===== config.mk =====
export PLATFORM = sky130hd
export DESIGN_NAME = unacked_command_history
export DESIGN_NICKNAME = d
export VERILOG_FILES = /design/src/rtl/uch_pkg.sv /design/src/rtl/uch_ram.sv /design/src/rtl/uch_ctrl.sv /design/src/rtl/uch_dp.sv /design/src/rtl/unacked_command_history.sv
export SDC_FILE = /design/constraint.sdc
export NUM_CORES = 2
export LEC_CHECK = 0
export ABC_AREA = 1
export BUFFER_PORTS_ARGS = -buffer_cell sky130_fd_sc_hd__buf_2
export CAP_MARGIN = 10
export CORE_MARGIN = 3
export CORE_UTILIZATION = 61
export DETAILED_ROUTE_END_ITERATION = 10
export PLACE_DENSITY = 0.85
export SLEW_MARGIN = 20
export SYNTH_ARGS = -nofsm -noshare
export SYNTH_HDL_FRONTEND = slang
export SYNTH_SLANG_ARGS = --single-unit

===== constraint.sdc =====
create_clock -name clk -period 23.9 [get_ports clk]
set_input_delay 3.585 -clock clk [delete_from_list [all_inputs] [get_ports clk]]
set_output_delay 3.585 -clock clk [all_outputs]
set_load 0.02 [all_outputs]

===== src/rtl/uch_pkg.sv =====
// Shared types, codes and helpers for the unacked command history block.
// No dependencies; imported by every module of the block except uch_ram.
package uch_pkg;

  localparam int HIST_DEPTH_DEF = 16;
  localparam int SEQ_W          = 16;
  localparam int STAMP_W        = 48;
  localparam int MOVE_W         = 8;
  localparam int YAW_W          = 16;
  localparam int FLAG_W         = 5;
  localparam int MODE_W         = 2;
  localparam int KIND_W         = 2;

  localparam logic [SEQ_W-1:0] NEWER_LIMIT = 16'h8000;

  typedef enum logic [MODE_W-1:0] {
    MODE_CAPTURE = 2'd0,
    MODE_ACK     = 2'd1,
    MODE_CLEAR   = 2'd2,
    MODE_NONE    = 2'd3
  } mode_t;

  typedef enum logic [KIND_W-1:0] {
    KIND_CAPTURE = 2'd0,
    KIND_PENDING = 2'd1,
    KIND_EMPTY   = 2'd2,
    KIND_CLEARED = 2'd3
  } kind_t;

  typedef enum logic [3:0] {
    ST_IDLE,
    ST_CAP_RD,
    ST_CAP_WR,
    ST_CLR,
    ST_ACK_CNT,
    ST_ACK_EMPTY,
    ST_ACK_SEL,
    ST_ACK_EMIT,
    ST_ACK_NEXT
  } state_t;

  // One stored command
  typedef struct packed {
    logic [SEQ_W-1:0]   seq;
    logic [STAMP_W-1:0] stamp;
    logic [MOVE_W-1:0]  move_x;
    logic [MOVE_W-1:0]  move_y;
    logic [MOVE_W-1:0]  move_z;
    logic [YAW_W-1:0]   yaw;
    logic [FLAG_W-1:0]  flags;
  } entry_t;

  // Controller to datapath
  typedef struct packed {
    logic load;        // latch request fields
    logic cap_rd;      // read slot at write pointer
    logic cap_wr;      // write slot, emit capture result
    logic scan_start;  // start a pass over all slots
    logic count_pass;  // with scan_start: counting pass, else selection pass
    logic emit_best;   // emit selected pending entry
    logic emit_empty;  // emit "nothing pending"
    logic emit_clear;  // invalidate all slots, emit "cleared"
  } uch_cmd_t;

  // Datapath to controller
  typedef struct packed {
    logic scan_done;
    logic pend_any;
    logic out_free;
  } uch_sts_t;

  function automatic logic is_newer(input logic [SEQ_W-1:0] s,
                                    input logic [SEQ_W-1:0] r);
    logic [SEQ_W-1:0] d;
    d = s - r;
    return (s != r) && (d < NEWER_LIMIT);
  endfunction

endpackage


===== src/rtl/uch_ram.sv =====
// Generic single-port-write, single-port-read RAM with registered read.
// No dependencies.
module uch_ram #(
  parameter int WIDTH = 8,
  parameter int DEPTH = 16
) (
  input  logic                     clk,
  input  logic                     wr_en,
  input  logic [$clog2(DEPTH)-1:0] wr_addr,
  input  logic [WIDTH-1:0]         wr_data,
  input  logic                     rd_en,
  input  logic [$clog2(DEPTH)-1:0] rd_addr,
  output logic [WIDTH-1:0]         rd_data
);

  logic [WIDTH-1:0] mem [DEPTH];
  logic [WIDTH-1:0] rd_data_r;

  always_ff @(posedge clk) begin
    if (wr_en) begin
      mem[wr_addr] <= wr_data;
    end
    if (rd_en) begin
      rd_data_r <= mem[rd_addr];
    end
  end

  assign rd_data = rd_data_r;

endmodule


===== src/rtl/uch_ctrl.sv =====
// Sequencing controller for the unacked command history.
// Depends on uch_pkg; drives the datapath through uch_cmd_t.
module uch_ctrl
  import uch_pkg::*;
(
  input  logic              clk,
  input  logic              rst_n,
  input  logic              in_valid,
  input  logic [MODE_W-1:0] in_mode,
  output logic              in_ready,
  input  uch_sts_t          sts,
  output uch_cmd_t          cmd
);

  state_t state_r, state_nxt;

  always_ff @(posedge clk) begin
    if (!rst_n) begin
      state_r <= ST_IDLE;
    end else begin
      state_r <= state_nxt;
    end
  end

  always_comb begin
    state_nxt = state_r;
    cmd       = '0;
    in_ready  = 1'b0;
    unique case (state_r)
      ST_IDLE: begin
        in_ready = 1'b1;
        if (in_valid) begin
          cmd.load = 1'b1;
          unique case (mode_t'(in_mode))
            MODE_CAPTURE: state_nxt = ST_CAP_RD;
            MODE_ACK:     state_nxt = ST_ACK_CNT;
            MODE_CLEAR:   state_nxt = ST_CLR;
            default:      state_nxt = ST_IDLE;
          endcase
          if (mode_t'(in_mode) == MODE_ACK) begin
            cmd.scan_start = 1'b1;
            cmd.count_pass = 1'b1;
          end
        end
      end
      ST_CAP_RD: begin
        cmd.cap_rd = 1'b1;
        state_nxt  = ST_CAP_WR;
      end
      ST_CAP_WR: begin
        if (sts.out_free) begin
          cmd.cap_wr = 1'b1;
          state_nxt  = ST_IDLE;
        end
      end
      ST_CLR: begin
        if (sts.out_free) begin
          cmd.emit_clear = 1'b1;
          state_nxt      = ST_IDLE;
        end
      end
      ST_ACK_CNT: begin
        if (sts.scan_done) begin
          if (sts.pend_any) begin
            cmd.scan_start = 1'b1;
            state_nxt      = ST_ACK_SEL;
          end else begin
            state_nxt = ST_ACK_EMPTY;
          end
        end
      end
      ST_ACK_EMPTY: begin
        if (sts.out_free) begin
          cmd.emit_empty = 1'b1;
          state_nxt      = ST_IDLE;
        end
      end
      ST_ACK_SEL: begin
        if (sts.scan_done) begin
          state_nxt = ST_ACK_EMIT;
        end
      end
      ST_ACK_EMIT: begin
        if (sts.out_free) begin
          cmd.emit_best = 1'b1;
          state_nxt     = ST_ACK_NEXT;
        end
      end
      ST_ACK_NEXT: begin
        if (sts.pend_any) begin
          cmd.scan_start = 1'b1;
          state_nxt      = ST_ACK_SEL;
        end else begin
          state_nxt = ST_IDLE;
        end
      end
      default: state_nxt = ST_IDLE;
    endcase
  end

endmodule


===== src/rtl/uch_dp.sv =====
// Datapath: request registers, history store, slot scan and result register.
// Depends on uch_pkg and uch_ram; steered by uch_ctrl.
module uch_dp
  import uch_pkg::*;
#(
  parameter int HISTORY_DEPTH = HIST_DEPTH_DEF,
  localparam int IDX_W = $clog2(HISTORY_DEPTH),
  localparam int CNT_W = $clog2(HISTORY_DEPTH + 1)
) (
  input  logic                clk,
  input  logic                rst_n,
  input  uch_cmd_t            cmd,
  output uch_sts_t            sts,
  input  logic [MODE_W-1:0]   in_mode,
  input  entry_t              in_entry,
  output logic                out_valid,
  input  logic                out_ready,
  output logic [KIND_W-1:0]   out_kind,
  output entry_t              out_entry,
  output logic [CNT_W-1:0]    out_pending_count,
  output logic                out_overflow,
  output logic                out_last_of_run
);

  localparam logic [IDX_W-1:0] LAST_IDX = IDX_W'(HISTORY_DEPTH - 1);

  entry_t                     req_r;
  logic [SEQ_W-1:0]           acked_r;
  logic [IDX_W-1:0]           wp_r;
  logic [HISTORY_DEPTH-1:0]   valid_r, valid_nxt;
  logic [HISTORY_DEPTH-1:0]   pend_r, pend_nxt;
  logic [CNT_W-1:0]           cnt_r;

  logic                       scan_act_r, scan_vld_r, count_pass_r;
  logic [IDX_W-1:0]           scan_idx_r, rd_idx_r;

  entry_t                     best_r;
  logic [SEQ_W-1:0]           best_dist_r;
  logic [IDX_W-1:0]           best_idx_r;
  logic                       best_found_r;

  logic                       out_valid_r, out_ovf_r, out_last_r;
  kind_t                      out_kind_r;
  entry_t                     out_entry_r;
  logic [CNT_W-1:0]           out_cnt_r;

  logic                       rd_en;
  logic [IDX_W-1:0]           rd_addr;
  logic [$bits(entry_t)-1:0]  rd_data;
  entry_t                     rd_entry;
  logic [SEQ_W-1:0]           rd_dist;
  logic                       rd_newer;
  logic                       take;
  logic [HISTORY_DEPTH-1:0]   best_mask;
  logic                       out_free;

  assign rd_en    = cmd.cap_rd | scan_act_r;
  assign rd_addr  = cmd.cap_rd ? wp_r : scan_idx_r;
  assign rd_entry = entry_t'(rd_data);
  assign rd_dist  = rd_entry.seq - acked_r;
  assign rd_newer = valid_r[rd_idx_r] && is_newer(rd_entry.seq, acked_r);
  assign take     = scan_vld_r && !count_pass_r && pend_r[rd_idx_r] &&
                    (!best_found_r || (rd_dist < best_dist_r));
  assign out_free = !out_valid_r || out_ready;

  uch_ram #(
    .WIDTH ($bits(entry_t)),
    .DEPTH (HISTORY_DEPTH)
  ) u_store (
    .clk     (clk),
    .wr_en   (cmd.cap_wr),
    .wr_addr (wp_r),
    .wr_data (req_r),
    .rd_en   (rd_en),
    .rd_addr (rd_addr),
    .rd_data (rd_data)
  );

  always_comb begin
    best_mask             = '0;
    best_mask[best_idx_r] = 1'b1;
    valid_nxt             = valid_r;
    pend_nxt              = pend_r;
    if (scan_vld_r && count_pass_r) begin
      // counting pass drops stale entries and marks the pending ones
      valid_nxt[rd_idx_r] = rd_newer;
      pend_nxt[rd_idx_r]  = rd_newer;
    end
    if (cmd.cap_wr) begin
      valid_nxt[wp_r] = 1'b1;
    end
    if (cmd.emit_clear) begin
      valid_nxt = '0;
    end
    if (cmd.emit_best) begin
      pend_nxt = pend_r & ~best_mask;
    end
  end

  always_ff @(posedge clk) begin
    if (!rst_n) begin
      acked_r      <= '0;
      wp_r         <= '0;
      valid_r      <= '0;
      pend_r       <= '0;
      cnt_r        <= '0;
      scan_act_r   <= 1'b0;
      scan_vld_r   <= 1'b0;
      count_pass_r <= 1'b0;
      scan_idx_r   <= '0;
      best_found_r <= 1'b0;
      out_valid_r  <= 1'b0;
    end else begin
      valid_r    <= valid_nxt;
      pend_r     <= pend_nxt;
      scan_vld_r <= scan_act_r;

      if (cmd.load && (mode_t'(in_mode) == MODE_ACK)) begin
        acked_r <= in_entry.seq;
      end

      if (cmd.cap_wr) begin
        wp_r <= (wp_r == LAST_IDX) ? '0 : wp_r + IDX_W'(1);
      end else if (cmd.emit_clear) begin
        wp_r <= '0;
      end

      if (cmd.scan_start) begin
        scan_act_r   <= 1'b1;
        scan_idx_r   <= '0;
        count_pass_r <= cmd.count_pass;
        best_found_r <= 1'b0;
        if (cmd.count_pass) begin
          cnt_r <= '0;
        end
      end else if (scan_act_r) begin
        if (scan_idx_r == LAST_IDX) begin
          scan_act_r <= 1'b0;
        end else begin
          scan_idx_r <= scan_idx_r + IDX_W'(1);
        end
      end

      if (scan_vld_r && count_pass_r && rd_newer) begin
        cnt_r <= cnt_r + CNT_W'(1);
      end
      if (take) begin
        best_found_r <= 1'b1;
      end

      if (out_ready) begin
        out_valid_r <= 1'b0;
      end
      if (cmd.cap_wr || cmd.emit_clear || cmd.emit_empty || cmd.emit_best) begin
        out_valid_r <= 1'b1;
      end
    end
  end

  // Payload registers, no reset
  always_ff @(posedge clk) begin
    rd_idx_r <= scan_idx_r;
    if (cmd.load) begin
      req_r <= in_entry;
    end
    if (take) begin
      best_r      <= rd_entry;
      best_dist_r <= rd_dist;
      best_idx_r  <= rd_idx_r;
    end
    if (cmd.cap_wr) begin
      out_kind_r  <= KIND_CAPTURE;
      out_entry_r <= req_r;
      out_cnt_r   <= '0;
      out_ovf_r   <= valid_r[wp_r] && is_newer(rd_entry.seq, acked_r);
      out_last_r  <= 1'b1;
    end else if (cmd.emit_best) begin
      out_kind_r  <= KIND_PENDING;
      out_entry_r <= best_r;
      out_cnt_r   <= cnt_r;
      out_ovf_r   <= 1'b0;
      out_last_r  <= (pend_r & ~best_mask) == '0;
    end else if (cmd.emit_empty || cmd.emit_clear) begin
      out_kind_r  <= cmd.emit_clear ? KIND_CLEARED : KIND_EMPTY;
      out_entry_r <= '0;
      out_cnt_r   <= '0;
      out_ovf_r   <= 1'b0;
      out_last_r  <= 1'b1;
    end
  end

  assign sts.scan_done = !scan_act_r && !scan_vld_r;
  assign sts.pend_any  = |pend_r;
  assign sts.out_free  = out_free;

  assign out_valid         = out_valid_r;
  assign out_kind          = out_kind_r;
  assign out_entry         = out_entry_r;
  assign out_pending_count = out_cnt_r;
  assign out_overflow      = out_ovf_r;
  assign out_last_of_run   = out_last_r;

endmodule


===== src/rtl/unacked_command_history.sv =====
// Unacked command history: capture, clear and ack requests; an ack runs a counting pass
// over the slots, then one selection pass per pending entry, with one store read
// per cycle during each pass over the slots. One request at a time.
// Result waits in an output register; the next request is taken while it waits.
// Reset (rst_n low, synchronous): all slots invalid, write pointer and acked number zero.
module unacked_command_history
  import uch_pkg::*;
#(
  parameter int HISTORY_DEPTH = HIST_DEPTH_DEF,
  localparam int CNT_W = $clog2(HISTORY_DEPTH + 1)
) (
  input  logic                      clk,
  input  logic                      rst_n,
  // request channel
  input  logic                      in_valid,
  output logic                      in_ready,
  input  logic [MODE_W-1:0]         in_mode,
  input  logic [SEQ_W-1:0]          in_seq,
  input  logic [STAMP_W-1:0]        in_stamp,
  input  logic signed [MOVE_W-1:0]  in_move_x,
  input  logic signed [MOVE_W-1:0]  in_move_y,
  input  logic signed [MOVE_W-1:0]  in_move_z,
  input  logic signed [YAW_W-1:0]   in_yaw_centi,
  input  logic [FLAG_W-1:0]         in_flag_bits,
  // result channel
  output logic                      out_valid,
  input  logic                      out_ready,
  output logic [KIND_W-1:0]         out_kind,
  output logic [SEQ_W-1:0]          out_entry_seq,
  output logic [STAMP_W-1:0]        out_entry_stamp,
  output logic signed [MOVE_W-1:0]  out_entry_move_x,
  output logic signed [MOVE_W-1:0]  out_entry_move_y,
  output logic signed [MOVE_W-1:0]  out_entry_move_z,
  output logic signed [YAW_W-1:0]   out_entry_yaw,
  output logic [FLAG_W-1:0]         out_entry_flags,
  output logic [CNT_W-1:0]          out_pending_count,
  output logic                      out_overflow,
  output logic                      out_last_of_run
);

  uch_cmd_t cmd;
  uch_sts_t sts;
  entry_t   in_entry;
  entry_t   out_entry;

  // Request payload packed as a stored entry; on ack only seq matters.
  assign in_entry.seq    = in_seq;
  assign in_entry.stamp  = in_stamp;
  assign in_entry.move_x = in_move_x;
  assign in_entry.move_y = in_move_y;
  assign in_entry.move_z = in_move_z;
  assign in_entry.yaw    = in_yaw_centi;
  assign in_entry.flags  = in_flag_bits;

  // Controller: capture reads the target slot first (overflow check) then writes.
  // Ack runs a counting pass (marks pending slots, drops stale ones), then one
  // selection pass per result picking the smallest modular distance; ties go to
  // the lowest slot because the pass runs in ascending slot order with a strict compare.
  uch_ctrl u_ctrl (
    .clk      (clk),
    .rst_n    (rst_n),
    .in_valid (in_valid),
    .in_mode  (in_mode),
    .in_ready (in_ready),
    .sts      (sts),
    .cmd      (cmd)
  );

  uch_dp #(
    .HISTORY_DEPTH (HISTORY_DEPTH)
  ) u_dp (
    .clk               (clk),
    .rst_n             (rst_n),
    .cmd               (cmd),
    .sts               (sts),
    .in_mode           (in_mode),
    .in_entry          (in_entry),
    .out_valid         (out_valid),
    .out_ready         (out_ready),
    .out_kind          (out_kind),
    .out_entry         (out_entry),
    .out_pending_count (out_pending_count),
    .out_overflow      (out_overflow),
    .out_last_of_run   (out_last_of_run)
  );

  assign out_entry_seq    = out_entry.seq;
  assign out_entry_stamp  = out_entry.stamp;
  assign out_entry_move_x = $signed(out_entry.move_x);
  assign out_entry_move_y = $signed(out_entry.move_y);
  assign out_entry_move_z = $signed(out_entry.move_z);
  assign out_entry_yaw    = $signed(out_entry.yaw);
  assign out_entry_flags  = out_entry.flags;

endmodule


# After elaboration in Yosys (flattened, before gate mapping)
# Memories as Yosys holds them, arrays and structs flattened. A register that Yosys moved wholly into a read port is not among the register bits.
# Cells that the tools add are included.
# Widths: inputs -> output; s select.
[word_totals]
register_bits = 430
latchBits = 0
ramBits = 1744
mem_bits_ro = 0
input_bits = 115
n_memories = 1
[memory_table]
columns = ["memory", "words", "width", "read_ports", "rd_clocked_by_memory_dff", "write_ports", "line_no", "text"]
rows = [
  ["u_dp.u_store.mem", 16, 109, 1, 1, 1, "uch_ram.sv:16", "logic [WIDTH-1:0] mem [DEPTH];"],
]
[op_classes]
n_addsub = 4
mul = 0
div = 0
magnitude_cmp = 8
n_eq_ne = 18
shifts = 0
n_mux = 71
bitwise = 6
n_reduce_logical = 43
[op_table]
columns = ["cell", "count"]
rows = [
  ["$mux 109", 3],
  ["$mux 16", 4],
  ["$mux 4", 9],
  ["$mux 1", 35],
  ["$bwmux 16", 2],
  ["$pmux 4 s7", 1],
  ["$mux 5", 5],
  ["$and 16x16->16", 1],
  ["$eq 4x3->1 const B", 4],
  ["$logic_not 16->1", 1],
  ["$lt 16x16->1", 1],
  ["$lt 16x16->1 const B", 1],
  ["$ne 16x16->1", 1],
  ["$not 16->16", 1],
  ["$or 16x16->16", 1],
  ["$reduce_or 16->1", 1],
  ["$sub 16x16->16", 1],
  ["$lt 4x5->1 const B", 3],
  ["$reduce_bool 2->1", 7],
  ["$logic_and 1x1->1", 13],
  ["$bmux 1 s4", 3],
  ["$demux 1 s4", 3],
  ["$eq 4x4->1 const B", 3],
  ["$ge 4x1->1 const B", 3],
  ["23 further kinds", 43],
]

# Logic depth before layout (Yosys ltp)
[depth]
depth_word = 8
mapped_depth = 22

# Modules after synthesis
# From an unflattened synthesis, not the netlist that was laid out.
[unflattened]
cells_unflattened = 8739
hier_area_um2 = 95188.8
[modules_own_cells]
columns = ["module", "n_inst", "cells_each", "area_per_inst_um2", "seq_area_each_um2"]
rows = [
  ["uch_ram", 1, 7150, 77544.4, 55643.4],
  ["uch_dp", 1, 1516, 17229.0, 12011.5],
  ["uch_ctrl", 1, 73, 415.4, 80.1],
]

# Worst setup path after synthesis
# Ideal clock, no wire load.
[synth_path]
path_kind = "input port to flip-flop"
start = "input out_ready"
end = "memory u_dp.u_store.mem[15][0] (netlist name), enable pin"
setup_time_ps = 712
t_arrival_ps = 11336
t_required_ps = 23188
slack_ps = 11852
path_stages = 4
n_path_buf = 0
path_cell_list = "nor2_1 inv_1 nand3_1 nor3_1"
[synth_via]
elab_chain_len = 5
[synth_lines]
columns = ["item", "line_no", "text"]
rows = [
  ["start: declaration", "unacked_command_history.sv:27", "input logic out_ready,"],
  ["$logic_or 1x1->1", "uch_dp.sv:64", "assign out_free = !out_valid_r || out_ready;"],
  ["$mux 1", "uch_ctrl.sv:51", "if (sts.out_free) begin"],
  ["$mux 1", "uch_ctrl.sv:29", "unique case (state_r)"],
  ["$mux 1", "uch_ram.sv:20", "if (wr_en) begin"],
  ["$mux 1 (not written as such)", "uch_ram.sv:21", "mem[wr_addr] <= wr_data;"],
  ["end: declaration", "uch_ram.sv:16", ""],
]
# Every way passes these cells.

# Final worst setup path
[layout_path]
start = "input out_ready"
end = "memory u_dp.u_store.mem[9][68] (netlist name), enable pin"
# Same word-level chain as after synthesis.

==> out/metrics.yaml <==
synthesis:
  syn_nets: 6568
  synth_edf_count: 2201
  synth.ff_latch_count: 2283
  netlist_area_mm2: 0.08928
  synth.distinct_cells: 44
  seq_area_frac_synth_pct: 75.87
  syn_avg_cell_area_um2: 13.92
  ys_async_sr_fraction_pct: 0
  synth-main-ff-cell: "edfxtp_1"
  yosysWarnings: 0
  synthCells: 6416
drt:
  highest_layer: "met5"
  dr_wl_met2_um: 108700
  drc: 0
  initialDrtViolationCount: 8675
  wl_per_cell_um: 26.10
  drt-pass1-iter-count: 6
  vias: 56570
  vias_per_cell: 6.572
  wl_met1_um: 79910
  routed_wirelength_um: 224600
  ant_nets: 0
  routed-wl-met3_um: 25830
timing:
  maxSlewViolCount: 0
  setup_tns_ps: 0
  period_share_pct: 31.43
  fin_hold_ws_ps: 388.2
  tightest_slew_ps: 1185
  rsz0062_at_grt: "false"
  fmax_ghz: 0.1331
  hold_viol_final: 0
  slew_headroom_pct: 20.99
  fin_crit_ps: 7513
  setup_viol: 0
  final.setup_skew_ps: 84.70
power:
  combPwrFrac_pct: 10.1
  ir_worst_vdd_mv: 0.1099
  p_per_area_mw_per_mm2: 93.33
  clkPwrFrac_pct: 36.9
  p_switching_w: 0.002348
  swShare_pct: 25.49
  p_leak_nw: 33.68
  p_int_w: 0.006864
  seqPwrFrac_pct: 53.0
cts:
  clock_sinks: 2283
  clock-root-buffer: "clkbuf_16"
  cts_setup_buffers: 0
  cts_tree: "yes"
  hold_buffers: 0
  postCtsResizedCells: 0
  clockBufferDepth: 3
  htreeDepth: 4
  clk_pin_slew_ps: 60
  cts_inserted_buffers: 211
  insertion_delay_ps: 870
critical_path:
  critical_path.max_fanout: 61
  cp.required_ps: 24390
  arrival_ps: 8000
  critPathKind: "input pin to register"
  setup.worst_path.start_class: "input pin"
  crit_path_end_kind: "register"
global_routing:
  grt_pass1_wl_um: 337000
  overflow: 0
  grt.total_usage_pct: 29.36
  grt_pass1_vias: 57020
  antenna_found_initial: 11
  grt_max_degree: 254
place:
  dp_hpwl_um: 113000
  io_buffers: 234
  place_congestion: 0.8628
floorplanning:
  die_x_um: 388.6
  pin_count: 235
  core_area_mm2: 0.1445
  initial_core_util_pct: 61.78
  die-area_mm2: 0.1510
  die_y_um: 388.6
  placementRows: 139
worst_hold_path:
  hp-class: "register to register"
run_status:
  status: "complete, no violations"
final_layout:
  nets: 6678
  fill_cells: 8622
  layout-drive-gt1-share_pct: 9.625
  syn_to_final_growth_pct: 10.56
  final_util_pct: 68.30
flow_run:
  maxCapViolations: 0
[cell usage in the layout (no fill, tap or decap), types with 82 or more instances in the layout]
master and count:
a21oi_1 123, a22o_1 110, buf_2 234, clkbuf_16 212
dfxtp_1 82, edfxtp_1 2201, inv_1 468, nand2_1 519
nand3_1 136, nor2_1 524, o211ai_1 643, o21ai_0 756
o21ai_1 178, o21bai_1 100
[routing by layer]
| metal | vias to the layer above | global-route usage (%) |
|---|---|---|
| met5 | - | 0 |
| met4 | 12 | 14.44 |
| met3 | 716 | 5.676 |
| met2 | 4355 | 47.62 |
| met1 | 27400 | 38.47 |
| li1 | 24080 | - |
[cells in the mapped netlist (all sizes together) (13+ instances only)]
master	number	area share, %
edfxtp	2201	74
o21ai	939	5.3
o211ai	643	5.4
nor2	544	2.3
nand2	522	2.2
inv	476	2.0
buf	236	1.5
clkbuf	172	0.73
nand3	137	0.78
a21oi	123	0.69
a22o	110	1.1
o21bai	100	0.84
dfxtp	82	1.8
ha	36	0.50
a31oi	16	0.11
o22ai	14	0.098
o221ai	13	0.13
xor2	13	0.13
[flip-flops by register name, indices dropped and copies added (netlist names), 5 cells and up]
signal	flops
u_dp.cnt_r	5
u_dp.best_dist_r	16
u_dp.u_store.mem	1744
u_dp.out_entry	109
u_dp.out_pending_count	5
u_dp.best_r	109
u_dp.req_r	109
u_dp.u_store.rd_data	109
u_dp.acked_r	16
u_dp.pend_r	16
u_dp.valid_r	16
[power groups by stage]
| stage | Clock (W) | Combinational (W) | Sequential [W] |
|---|---|---|---|
| floorplan | 0 | 0.000620 | 0.00491 |
| global placement | 0 | 0.000857 | 0.00494 |
| detailed placement | 0 | 0.000897 | 0.00496 |
| CTS | 0.00342 | 0.000920 | 0.00488 |
| global route | 0.00357 | 0.00101 | 0.00490 |
| finish | 0.00340 | 0.000930 | 0.00488 |
[cell type report]
type	instances	area (um2)	share of cell area (%)
clock buffer	259	5512	5.584
sequential	2283	67740	68.62
timing repair buffer	305	1864	1.889
inverter	477	1818	1.842
antenna	3	7.507	0.007605
tap	1903	2381	2.412
multi-input combinational	3248	17900	18.14
clock inverter	129	1488	1.507
[kinds of logic after synthesis]
| family | share of synthesized area [%] |
|---|---|
| AOI/OAI and AO/OA | 13.70 |
| adders and majority gates | 0.5269 |
| and+or+nand+nor | 5.453 |
| DFF | 75.87 |
| xor gates and xnor gates | 0.1766 |
| buffers and inverters | 4.278 |
[final timing paths]
path                            startpoint                       end  slack [ps]  cells after the start
setup / recovery                 out_ready   u_dp.u_store.mem[9][68]       16390                     10
hold / removal    u_dp.u_store.rd_data[60]           u_dp.best_r[60]         390                      0
setup reg to reg         u_ctrl.state_r[0]  u_dp.u_store.rd_data[86]       18140                     12
hold reg to reg   u_dp.u_store.rd_data[60]           u_dp.best_r[60]         390                      0
[critical path, stage by stage]
cell and delay, ps:
buf_2 90, nor2_1 80, inv_1 170, nand3_1 370, inv_4 750, nand2_1 500
nor2_4 820, buf_4 580, buf_4 620, buf_12 310
[metrics by stage]
stage	cell area [um2]	power, W	std cells	worst slack, ps
floorplan	89280	0.005531	6416	11850
CTS	98640	0.009219	8602	16320
finish	98710	0.009212	8607	16390
global route	98700	0.009481	8605	16220
detailed placement	91640	0.005853	8214	15490
global placement	91640	0.005801	8214	15590
Note: power is estimated with default switching activity, not from simulation.
